File: src/rtl/scan_code_set1_to_ascii_assert.svh
// Assertion macros for the top RTL file of the scan code decoder.
// Each macro expects clk and rst_n to be visible where it is used.
`ifndef SCAN_CODE_SET1_TO_ASCII_ASSERT_SVH
`define SCAN_CODE_SET1_TO_ASCII_ASSERT_SVH

// Check a condition on the same clock edge as its trigger.
`define SC1A_ASSERT_NOW(label, trig, cond, msg) \
    label: assert property (@(posedge clk) disable iff (!rst_n) (trig) |-> (cond)) \
        else $error(msg);

// Check a condition on the next clock edge after its trigger.
`define SC1A_ASSERT_NEXT(label, trig, cond, msg) \
    label: assert property (@(posedge clk) disable iff (!rst_n) (trig) |=> (cond)) \
        else $error(msg);

`endif

File: src/rtl/sc1a_pkg.sv
`timescale 1ns / 1ps
`default_nettype none

package sc1a_pkg;

    localparam logic [7:0] PREFIX_BYTE = 8'hE0;
    localparam logic [6:0] LAST_KEY    = 7'h5D;
    localparam logic [6:0] KEY_DIVIDE  = 7'h35;
    localparam logic [6:0] KEY_CAPS    = 7'h3A;
    localparam logic [6:0] KEY_NUM     = 7'h45;
    localparam logic [6:0] KEY_SCROLL  = 7'h46;
    localparam logic [6:0] KEY_CTRL    = 7'h1D;
    localparam logic [6:0] KEY_ALT     = 7'h38;
    localparam logic [6:0] KEY_LSHIFT  = 7'h2A;
    localparam logic [6:0] KEY_RSHIFT  = 7'h36;
    localparam logic [6:0] CHAR_LOW_A  = 7'h61;
    localparam logic [6:0] CHAR_LOW_Z  = 7'h7A;

    // One decoded result beat
    typedef struct packed {
        logic       shift_held;
        logic       alt_held;
        logic       ctrl_held;
        logic       scroll_lock_on;
        logic       num_lock_on;
        logic       caps_lock_on;
        logic       led_update;
        logic [6:0] ascii_char;
        logic       char_valid;
    } result_t;

    // Key code to {shifted, plain} character; zero where the key prints nothing
    function automatic logic [13:0] glyph_pair(input logic [6:0] code);
        logic [13:0] g;
        begin
            case (code)
                7'h01: g = {7'h1B, 7'h1B};
                7'h02: g = {7'h21, 7'h31};
                7'h03: g = {7'h40, 7'h32};
                7'h04: g = {7'h23, 7'h33};
                7'h05: g = {7'h24, 7'h34};
                7'h06: g = {7'h25, 7'h35};
                7'h07: g = {7'h5E, 7'h36};
                7'h08: g = {7'h26, 7'h37};
                7'h09: g = {7'h2A, 7'h38};
                7'h0A: g = {7'h28, 7'h39};
                7'h0B: g = {7'h29, 7'h30};
                7'h0C: g = {7'h5F, 7'h2D};
                7'h0D: g = {7'h2B, 7'h3D};
                7'h0E: g = {7'h08, 7'h08};
                7'h0F: g = {7'h09, 7'h09};
                7'h10: g = {7'h51, 7'h71};
                7'h11: g = {7'h57, 7'h77};
                7'h12: g = {7'h45, 7'h65};
                7'h13: g = {7'h52, 7'h72};
                7'h14: g = {7'h54, 7'h74};
                7'h15: g = {7'h59, 7'h79};
                7'h16: g = {7'h55, 7'h75};
                7'h17: g = {7'h49, 7'h69};
                7'h18: g = {7'h4F, 7'h6F};
                7'h19: g = {7'h50, 7'h70};
                7'h1A: g = {7'h7B, 7'h5B};
                7'h1B: g = {7'h7D, 7'h5D};
                7'h1C: g = {7'h0A, 7'h0A};
                7'h1E: g = {7'h41, 7'h61};
                7'h1F: g = {7'h53, 7'h73};
                7'h20: g = {7'h44, 7'h64};
                7'h21: g = {7'h46, 7'h66};
                7'h22: g = {7'h47, 7'h67};
                7'h23: g = {7'h48, 7'h68};
                7'h24: g = {7'h4A, 7'h6A};
                7'h25: g = {7'h4B, 7'h6B};
                7'h26: g = {7'h4C, 7'h6C};
                7'h27: g = {7'h3A, 7'h3B};
                7'h28: g = {7'h22, 7'h27};
                7'h29: g = {7'h7E, 7'h60};
                7'h2B: g = {7'h7C, 7'h5C};
                7'h2C: g = {7'h5A, 7'h7A};
                7'h2D: g = {7'h58, 7'h78};
                7'h2E: g = {7'h43, 7'h63};
                7'h2F: g = {7'h56, 7'h76};
                7'h30: g = {7'h42, 7'h62};
                7'h31: g = {7'h4E, 7'h6E};
                7'h32: g = {7'h4D, 7'h6D};
                7'h33: g = {7'h3C, 7'h2C};
                7'h34: g = {7'h3E, 7'h2E};
                7'h35: g = {7'h3F, 7'h2F};
                7'h37: g = {7'h2A, 7'h2A};
                7'h39: g = {7'h20, 7'h20};
                // Keypad: digits only in the plain column
                7'h47: g = {7'h00, 7'h37};
                7'h48: g = {7'h00, 7'h38};
                7'h49: g = {7'h00, 7'h39};
                7'h4A: g = {7'h2D, 7'h2D};
                7'h4B: g = {7'h00, 7'h34};
                7'h4C: g = {7'h00, 7'h35};
                7'h4D: g = {7'h00, 7'h36};
                7'h4E: g = {7'h2B, 7'h2B};
                7'h4F: g = {7'h00, 7'h31};
                7'h50: g = {7'h00, 7'h32};
                7'h51: g = {7'h00, 7'h33};
                7'h52: g = {7'h00, 7'h30};
                7'h53: g = {7'h7F, 7'h2E};
                default: g = 14'h0000;
            endcase
            return g;
        end
    endfunction

endpackage

`default_nettype wire

File: src/rtl/sc1a_glyph.sv
`timescale 1ns / 1ps
`default_nettype none

module sc1a_glyph
    import sc1a_pkg::*;
(
    input  wire logic [6:0] code,
    input  wire logic       ext,
    input  wire logic       shift,
    input  wire logic       caps,
    output logic      [6:0] ch
);

    logic [13:0] pair;
    logic [6:0]  plain;
    logic [6:0]  shifted;
    logic        is_letter;
    logic        level;

    // Look up both columns of the key
    assign pair    = glyph_pair(code);
    assign plain   = pair[6:0];
    assign shifted = pair[13:7];

    // Caps lock flips the level for letters only
    assign is_letter = (plain >= CHAR_LOW_A) && (plain <= CHAR_LOW_Z);
    assign level     = shift ^ (caps & is_letter);

    // Extended keys other than slash always take the second column
    always_comb
    begin
        if (ext && (code != KEY_DIVIDE))
        begin
            ch = shifted;
        end
        else
        begin
            ch = level ? shifted : plain;
        end
    end

endmodule

`default_nettype wire

File: src/rtl/sc1a_core.sv
`timescale 1ns / 1ps
`default_nettype none

module sc1a_core
    import sc1a_pkg::*;
(
    input  wire logic       clk,
    input  wire logic       rst_n,
    input  wire logic       fire,
    input  wire logic [7:0] scan_byte,
    output result_t         res
);

    logic       ext_reg, ext_next;
    logic       caps_reg, caps_next;
    logic       num_reg, num_next;
    logic       scroll_reg, scroll_next;
    logic [1:0] ctrl_reg, ctrl_next;
    logic [1:0] alt_reg, alt_next;
    logic       lshift_reg, lshift_next;
    logic       rshift_reg, rshift_next;

    logic       is_prefix;
    logic [6:0] code;
    logic       in_range;
    logic       is_make;
    logic       is_break;
    logic       led;
    logic [6:0] ch;

    // Classify the byte
    assign is_prefix = (scan_byte == PREFIX_BYTE);
    assign code      = scan_byte[6:0];
    assign in_range  = !is_prefix && (code <= LAST_KEY);
    assign is_make   = in_range && !scan_byte[7];
    assign is_break  = in_range && scan_byte[7];

    // Track modifiers, prefix and lock toggles
    always_comb
    begin
        ext_next    = is_prefix;
        caps_next   = caps_reg;
        num_next    = num_reg;
        scroll_next = scroll_reg;
        ctrl_next   = ctrl_reg;
        alt_next    = alt_reg;
        lshift_next = lshift_reg;
        rshift_next = rshift_reg;
        led         = 1'b0;
        if (is_make || is_break)
        begin
            if (code == KEY_CTRL)
            begin
                ctrl_next[ext_reg] = is_make;
            end
            if (code == KEY_ALT)
            begin
                alt_next[ext_reg] = is_make;
            end
            // Shift counts only the plain codes
            if ((code == KEY_LSHIFT) && !ext_reg)
            begin
                lshift_next = is_make;
            end
            if ((code == KEY_RSHIFT) && !ext_reg)
            begin
                rshift_next = is_make;
            end
        end
        if (is_make)
        begin
            unique case (code)
                KEY_NUM:
                begin
                    num_next = !num_reg;
                    led      = 1'b1;
                end
                KEY_CAPS:
                begin
                    caps_next = !caps_reg;
                    led       = 1'b1;
                end
                KEY_SCROLL:
                begin
                    scroll_next = !scroll_reg;
                    led         = 1'b1;
                end
                default:
                begin
                    led = 1'b0;
                end
            endcase
        end
    end

    // Map the key with the updated shift and caps levels
    sc1a_glyph u_glyph (
        .code  (code),
        .ext   (ext_reg),
        .shift (lshift_next | rshift_next),
        .caps  (caps_next),
        .ch    (ch)
    );

    // Assemble the result from the state after this byte
    always_comb
    begin
        res.char_valid     = is_make && (ch != 7'd0);
        res.ascii_char     = is_make ? ch : 7'd0;
        res.led_update     = led;
        res.caps_lock_on   = caps_next;
        res.num_lock_on    = num_next;
        res.scroll_lock_on = scroll_next;
        res.ctrl_held      = |ctrl_next;
        res.alt_held       = |alt_next;
        res.shift_held     = lshift_next | rshift_next;
    end

    // Commit the state when the byte moves on
    always_ff @(posedge clk or negedge rst_n)
    begin
        if (!rst_n)
        begin
            ext_reg    <= 1'b0;
            caps_reg   <= 1'b0;
            num_reg    <= 1'b0;
            scroll_reg <= 1'b0;
            ctrl_reg   <= 2'b00;
            alt_reg    <= 2'b00;
            lshift_reg <= 1'b0;
            rshift_reg <= 1'b0;
        end
        else if (fire)
        begin
            ext_reg    <= ext_next;
            caps_reg   <= caps_next;
            num_reg    <= num_next;
            scroll_reg <= scroll_next;
            ctrl_reg   <= ctrl_next;
            alt_reg    <= alt_next;
            lshift_reg <= lshift_next;
            rshift_reg <= rshift_next;
        end
    end

endmodule

`default_nettype wire

File: src/rtl/scan_code_set1_to_ascii.sv
`timescale 1ns / 1ps
`default_nettype none

// Scan code set 1 to ASCII decoder. Accepts one keyboard byte per beat on
// the s_ side and returns exactly one result beat per byte on the m_ side,
// in order. Throughput is one byte per clock while m_tready is high; the
// result beat is registered, as the input register feeds a combinational
// table lookup into the result register. While a result beat waits for
// m_tready, one more byte is taken into the input register and then the
// input stalls. The block keeps the extended-prefix flag, the ctrl, alt and
// shift key levels and the caps, num and scroll lock toggles; lock and
// modifier fields in each result show the state after that byte. led_update
// marks a lock toggle so the keyboard LEDs can be refreshed. Reset releases
// all keys and clears all locks.
module scan_code_set1_to_ascii
    import sc1a_pkg::*;
(
    input  wire logic        clk,
    input  wire logic        rst_n,
    input  wire logic        s_tvalid,
    output logic             s_tready,
    input  wire logic [7:0]  s_tdata,   // [7:0] scan_byte
    output logic             m_tvalid,
    input  wire logic        m_tready,
    output logic      [15:0] m_tdata    // [0] char_valid, [7:1] ascii_char, [8] led_update,
                                        // [9] caps_lock_on, [10] num_lock_on,
                                        // [11] scroll_lock_on, [12] ctrl_held,
                                        // [13] alt_held, [14] shift_held, [15] zero
);

    `include "scan_code_set1_to_ascii_assert.svh"

    logic       in_valid_reg, in_valid_next;
    logic [7:0] in_byte_reg;
    logic       out_valid_reg, out_valid_next;
    result_t    out_reg;
    result_t    res;
    logic       advance;
    logic       fire;
    logic       s_accept;

    // Move the input stage whenever the result register is free or draining
    assign advance  = !out_valid_reg || m_tready;
    assign s_tready = !in_valid_reg || advance;
    assign s_accept = s_tvalid && s_tready;
    assign fire     = in_valid_reg && advance;

    sc1a_core u_core (
        .clk       (clk),
        .rst_n     (rst_n),
        .fire      (fire),
        .scan_byte (in_byte_reg),
        .res       (res)
    );

    // Next valid flags of both stages
    always_comb
    begin
        if (s_accept)
        begin
            in_valid_next = 1'b1;
        end
        else if (advance)
        begin
            in_valid_next = 1'b0;
        end
        else
        begin
            in_valid_next = in_valid_reg;
        end

        if (fire)
        begin
            out_valid_next = 1'b1;
        end
        else if (m_tready)
        begin
            out_valid_next = 1'b0;
        end
        else
        begin
            out_valid_next = out_valid_reg;
        end
    end

    always_ff @(posedge clk or negedge rst_n)
    begin
        if (!rst_n)
        begin
            in_valid_reg  <= 1'b0;
            out_valid_reg <= 1'b0;
        end
        else
        begin
            in_valid_reg  <= in_valid_next;
            out_valid_reg <= out_valid_next;
        end
    end

    // Load payload registers on their beats
    always_ff @(posedge clk)
    begin
        if (s_accept)
        begin
            in_byte_reg <= s_tdata;
        end
        if (fire)
        begin
            out_reg <= res;
        end
    end

    // Drive the result beat
    assign m_tvalid = out_valid_reg;
    assign m_tdata  = {1'b0, out_reg.shift_held, out_reg.alt_held, out_reg.ctrl_held,
                       out_reg.scroll_lock_on, out_reg.num_lock_on, out_reg.caps_lock_on,
                       out_reg.led_update, out_reg.ascii_char, out_reg.char_valid};

    `SC1A_ASSERT_NOW(a_char_valid_match, m_tvalid,
        out_reg.char_valid == (out_reg.ascii_char != 7'd0),
        "char_valid disagrees with ascii_char")
    `SC1A_ASSERT_NEXT(a_prefix_silent, fire && (in_byte_reg == PREFIX_BYTE),
        !out_reg.char_valid && !out_reg.led_update,
        "prefix byte produced a character or LED update")
    `SC1A_ASSERT_NOW(a_ready_when_empty, !m_tvalid, s_tready,
        "input stalled while result register is empty")

endmodule

`default_nettype wire

File: config.mk
export PLATFORM = sky130hd
export DESIGN_NAME = scan_code_set1_to_ascii
export DESIGN_NICKNAME = d
export VERILOG_FILES = /design/src/rtl/sc1a_pkg.sv /design/src/rtl/sc1a_glyph.sv /design/src/rtl/sc1a_core.sv /design/src/rtl/scan_code_set1_to_ascii.sv
export VERILOG_INCLUDE_DIRS = /design/src /design/src/rtl
export SDC_FILE = /design/constraint.sdc
export NUM_CORES = 1
export LEC_CHECK = 0
export BUFFER_PORTS_ARGS = -buffer_cell sky130_fd_sc_hd__buf_4
export CORE_MARGIN = 2
export CORE_UTILIZATION = 55
export CTS_CLUSTER_DIAMETER = 150
export CTS_CLUSTER_SIZE = 40
export DETAILED_ROUTE_END_ITERATION = 12
export GPL_TIMING_DRIVEN = 0
export PLACE_DENSITY_LB_ADDON = 0.05
export SYNTH_ARGS = -nofsm -noshare
export SYNTH_HDL_FRONTEND = slang
export SYNTH_SLANG_ARGS = --single-unit
File: constraint.sdc
create_clock -name clk -period 6.45 [get_ports clk]
set_input_delay 0.9675 -clock clk [delete_from_list [all_inputs] [get_ports clk]]
set_output_delay 0.9675 -clock clk [all_outputs]
set_load 0.02 [all_outputs]
* After elaboration in Yosys (flattened, before gate mapping)
Memory sizes are Yosys's and may differ from the RTL's. A register that Yosys moved wholly into a read port is not among the register bits.
Index checks and enable logic that the tools add are counted.
** Operators by class
- Reductions and logical operators :: 28
- Eq/ne operators :: 9
- Order comparisons :: 5
- Multiplexer cells :: 26
- Bitwise gates (word level) :: 3
** Operators by type and width (count)
- 7-bit by 6-bit == test with 1-bit output, second input constant :: 4
- 7-bit two-way mux :: 3
- 1-bit two-way mux :: 16
- 7-bit == test, second input constant :: 2
- 7-bit less-or-equal comparator, second input constant :: 2
- 1-bit logical AND :: 11
- 8-bit == test, second input constant :: 1
- 1-bit logical NOT :: 8
- 2-bit two-way mux :: 4
- 7-bit by 5-bit == test with 1-bit output, second input constant :: 1
- 7-bit greater-or-equal comparator, second input constant :: 1
- 7-bit by 6-bit inequality test with 1-bit output, second input constant :: 1
- 7-bit nonzero test :: 1
- 2-bit bitwise mux :: 2
- 2-bit nonzero test :: 2
- 2-bit OR reduction :: 2
- 1-bit logical OR :: 3
- 3-bit OR reduction :: 1
- 1-bit by 2-bit < comparator with 1-bit output, second input constant :: 1
- 1-bit AND :: 1
- 1-bit demux with 1-bit select :: 1
- 1-bit greater-or-equal comparator, second input constant :: 1
- 1-bit OR :: 1
- 1-bit bitwise XOR :: 1
** Storage, ports and cells
- Word-level logic and storage cells :: 92
- Memories :: 1
- Input bits :: 12
- Register bits :: 35
- Output and inout bits :: 18
- Memory bits (read-only) :: 1792
** Memory list
- (name not given) :: depth 128, bits a word 14, rd ports 1, clocked after Yosys merged registers in 1, wr ports 0, RTL line sc1a_pkg.sv:36 : case (code)

* Depth between registers and ports, before layout
- Word-level depth :: 12
- Gate-level depth with buffers :: 12
- Depth with buffers taken out :: 9

* Cells and area by module
From an unflattened synthesis, not the netlist that was laid out.
** Second synthesis, totals
- Cells, all modules :: 367
- Area total of the unflattened synthesis :: 3183.1 um^2
** Modules (own cells, without submodules)
- sc1a_glyph :: seq. area each 0.0 um^2, area an instance 1609.0 um^2, times used 1, cells an instance 245
- scan_code_set1_to_ascii :: seq. area each 740.7 um^2, area an instance 805.8 um^2, times used 1, cells an instance 33
- sc1a_core :: seq. area each 250.2 um^2, area an instance 768.2 um^2, times used 1, cells an instance 89

* Worst setup path before layout
OpenSTA, ideal clock, no wires.
- Path type :: in2reg
- Start :: in s_tvalid
- End :: reg, netlist name u_core.u_glyph.pair[1]
- Required time :: 6370 ps
- Arrival :: 3269 ps
- Setup slack :: 3101 ps
- Stages :: 10
- Path buffers :: 3
- Library setup time :: 80 ps
- Cell sequence :: clkbuf_1 -> clkbuf_1 -> nand2_1 -> o211ai_1 -> ha_1 -> clkbuf_1 -> or3_1 -> a31oi_1 -> a311oi_1 -> o211ai_1
** Between the ends
- Longest elaborated chain between the ends :: 2
** RTL lines
- start, declared :: RTL line scan_code_set1_to_ascii.sv:20 : input wire logic s_tvalid,
- 1-bit logical AND :: RTL line scan_code_set1_to_ascii.sv:45 : assign s_accept = s_tvalid && s_tready;
- 7-bit two-way mux (no line)
Every way passes these cells.
A chain may end at the register's enable or synchronous reset.

* Worst setup path after layout
- Start :: in s_tvalid
- End :: reg, netlist name u_core.u_glyph.pair[1]
** Between the ends
- Longest elaborated chain between the ends :: 2
** RTL lines (RTL line)
- 1-bit logical AND :: scan_code_set1_to_ascii.sv:45
- 7-bit two-way mux (no line)
Every way passes these cells.

==> results.yml <==
drt:
  post_drt_wl_per_cell_um: 21.94
  ant_nets: 0
  drc: 0
  drt_iter0_markers: 779
  firstDrtPassIters: 6
  routed_wl_um: 13360
  via_count: 4298
  via_per_inst: 7.057
clock_tree:
  cts_hold_buf: 0
  clockBufferDepth: 2
  clkTransAtPathRegs_ns: 0.09
  post_cts_buffers: 0
  clkSinkCount: 49
  clkLatencyLatePin_ns: 0.30
  root_buffer: "clkbuf_8"
  htreeDepth: 2
  cts_made_buffers: 5
  cts_tree: "yes"
  post_cts_resized: 0
sta:
  rsz0062_at_grt: "no"
  final_hold_viol_count: 0
  finalSetupViolations: 0
  slew_headroom: 0.3098
  hold-worst-slack_ns: 0.4894
  post-route-min-period_ns: 4.388
  worstMarginPinSlew_ns: 1.031
  setup_tns_ns: 0
  clock.fmax_mhz: 227.9
  fin_crit_sh: 0.6803
  slew_violations: 0
  fin_worst_skew_ns: 0.009767
setup_path:
  critical_path.slowest_cell: "o211ai_1"
  worstSetupPathType: "primary input to flip-flop"
  path_delay_family: "compound AO/OA/AOI/OAI gates"
  cp_max_fo: 10
  reg2reg_slack_ns: 2.72
  worst_ep_required_time_ns: 6.61
  end_kind: "flip-flop"
  start_kind: "primary input"
  cp_data_arrival_time_ns: 4.54
  max_stage_delay_ns: 0.83
  critPathBufInv: 4
  crit_chain: "buf_4, clkbuf_1, clkbuf_1, nand2_1, o211ai_1, inv_1, ha_1, o21ai_0, o21ai_0, a311oi_1, o211ai_1"
final_layout:
  nNetsFinal: 534
  design_area_um2: 4377
  syn2layout_area_growth_pct: 11.19
  largest_reg_flops: 15
  utilization: 0.6372
  antenna_cells: 0
  layout-drive-gt1-share: 0.1072
synthesis:
  avgSynthCellArea_um2: 8.252
  netlist_area_um2: 3936
  synth-edff-count: 23
  async_reset_ff_frac: 0.2449
  syn_nets: 499
  ys.warnings.count: 0
  ys_ff_latch: 49
  ys.flop_type: "edfxtp_1"
  synth_cell_types: 73
  ys_seq_area_frac: 0.3229
  synthCells: 477
status:
  status: "finished, final reports clean"
global_routing:
  grt_overflow: 0
  grt_pass1_wl_um: 20950
  grt_max_degree: 19
  antenna_found_initial: 0
  grt_pass1_vias: 3891
  grt_use_total: 0.3476
die:
  die-area_um2: 7850
  die_w_um: 88.60
  initial_utilization: 0.5730
  ios: 30
  core_area_um2: 6869
  rows: 30
  die_y_um: 88.60
worst_hold_path:
  hold_class: "primary input to asynchronous set/reset pin"
place:
  port_buffers: 28
  dp_hpwl_um: 9896
  place_congestion: 1.016
  dpl_cell_area_um2: 4267
job:
  maxCapViolCount: 0
power_and_ir_drop:
  p_leak_uw: 0.001636
  ir_worst_vdd_mv: 0.1055
  cellPowerDensity_nw_per_um2: 221.4
  power_uw: 969.1
[metal layers]
layer,global-route usage,vias to the layer above,routed length [µm],share of wire
met5,0,-,0,0
met4,0.1501,0,627,0.047
met3,0.07090,64,1597,0.12
met2,0.5584,359,5971,0.45
met1,0.4538,1983,5164,0.39
li1,-,1892,-,-
[where the power goes]
group / switching, µW / internal, µW
Sequential: 24.9 / 367
Combinational: 233 / 128
Clock: 102 / 114
[placed cells by master (no fill, tap or decap), drive strengths merged, types with 12 or more instances in the layout]
master,instances
inv,17
mux2i,14
buf,34
nand3,13
dfrtp,12
clkbuf,37
nand2b,12
edfxtp,23
o21ai,44
nand2,50
o211ai,13
nor2,24
a21oi,31
nor3,16
dfxtp,14
[cells in the mapped netlist, drive strengths merged (6+ instances only)]
cell type / n / area share
o21ai: 44 / 0.056
a21oi: 31 / 0.039
ha: 10 / 0.032
dfrtp: 12 / 0.076
inv: 17 / 0.016
nand3: 13 / 0.017
nor2: 24 / 0.024
o211ai: 13 / 0.025
o2111ai: 6 / 0.013
nand2: 50 / 0.048
dfxtp: 14 / 0.071
a31oi: 11 / 0.017
clkbuf: 32 / 0.031
nand2b: 12 / 0.023
edfxtp: 23 / 0.18
mux2i: 14 / 0.036
nor4: 8 / 0.013
buf: 6 / 0.011
o221ai: 10 / 0.022
xnor2: 6 / 0.013
nor3: 16 / 0.022
[stage by stage]
step	worst slack (ns)	cells
final	2.062	609
after global routing	1.868	609
after CTS	2.264	609
after detailed placement	1.966	601
after global placement	1.840	601
after floorplan	3.101	477
[area by class of cell]
cell class	instances	area, µm²
Buffer	38	163.9
Clock buffer	5	68.82
Clock inverter	3	41.29
Fill cell	588	2492
Inverter	17	63.81
Multi-Input combinational cell	373	2437
Sequential cell	49	1271
Tap cell	96	120.1
Timing Repair Buffer	28	210.2
[final timing paths]
kind | from | endpoint | depth (start not counted)
worst max-delay path | s_tvalid | u_core.u_glyph.pair[1]$_DFF_P_ | 11
worst min-delay path | rst_n | m_tvalid$_DFFE_PN0P_ | 1
worst max register to register | m_tvalid$_DFFE_PN0P_ | u_core.u_glyph.pair[1]$_DFF_P_ | 9
worst min register to register | u_core.scroll_reg$_DFFE_PN0P_ | u_core.scroll_reg$_DFFE_PN0P_ | 1
max in group asynchronous | rst_n | u_core.caps_reg$_DFFE_PN0P_ | 1
min in group clk | u_core.scroll_reg$_DFFE_PN0P_ | u_core.scroll_reg$_DFFE_PN0P_ | 1
[cell families (layout without fill, tap and decap cells)]
| logic type | count (synthesis) | in the layout | synth area share |
|---|---|---|---|
| multiplexers | 18 | 18 | 0.04704 |
| adder cells (fa/ha/maj) | 10 | 10 | 0.03179 |
| XOR/XNOR | 11 | 11 | 0.02447 |
| other | 1 | 1 | 0.0009527 |
| AO/OA/AOI/OAI | 172 | 172 | 0.2963 |
| AND/OR/NAND/NOR | 161 | 161 | 0.2187 |
| flip-flops | 49 | 49 | 0.3229 |
| buffers and inverters | 55 | 91 | 0.05785 |
Note: power is estimated with default switching activity, not from simulation.
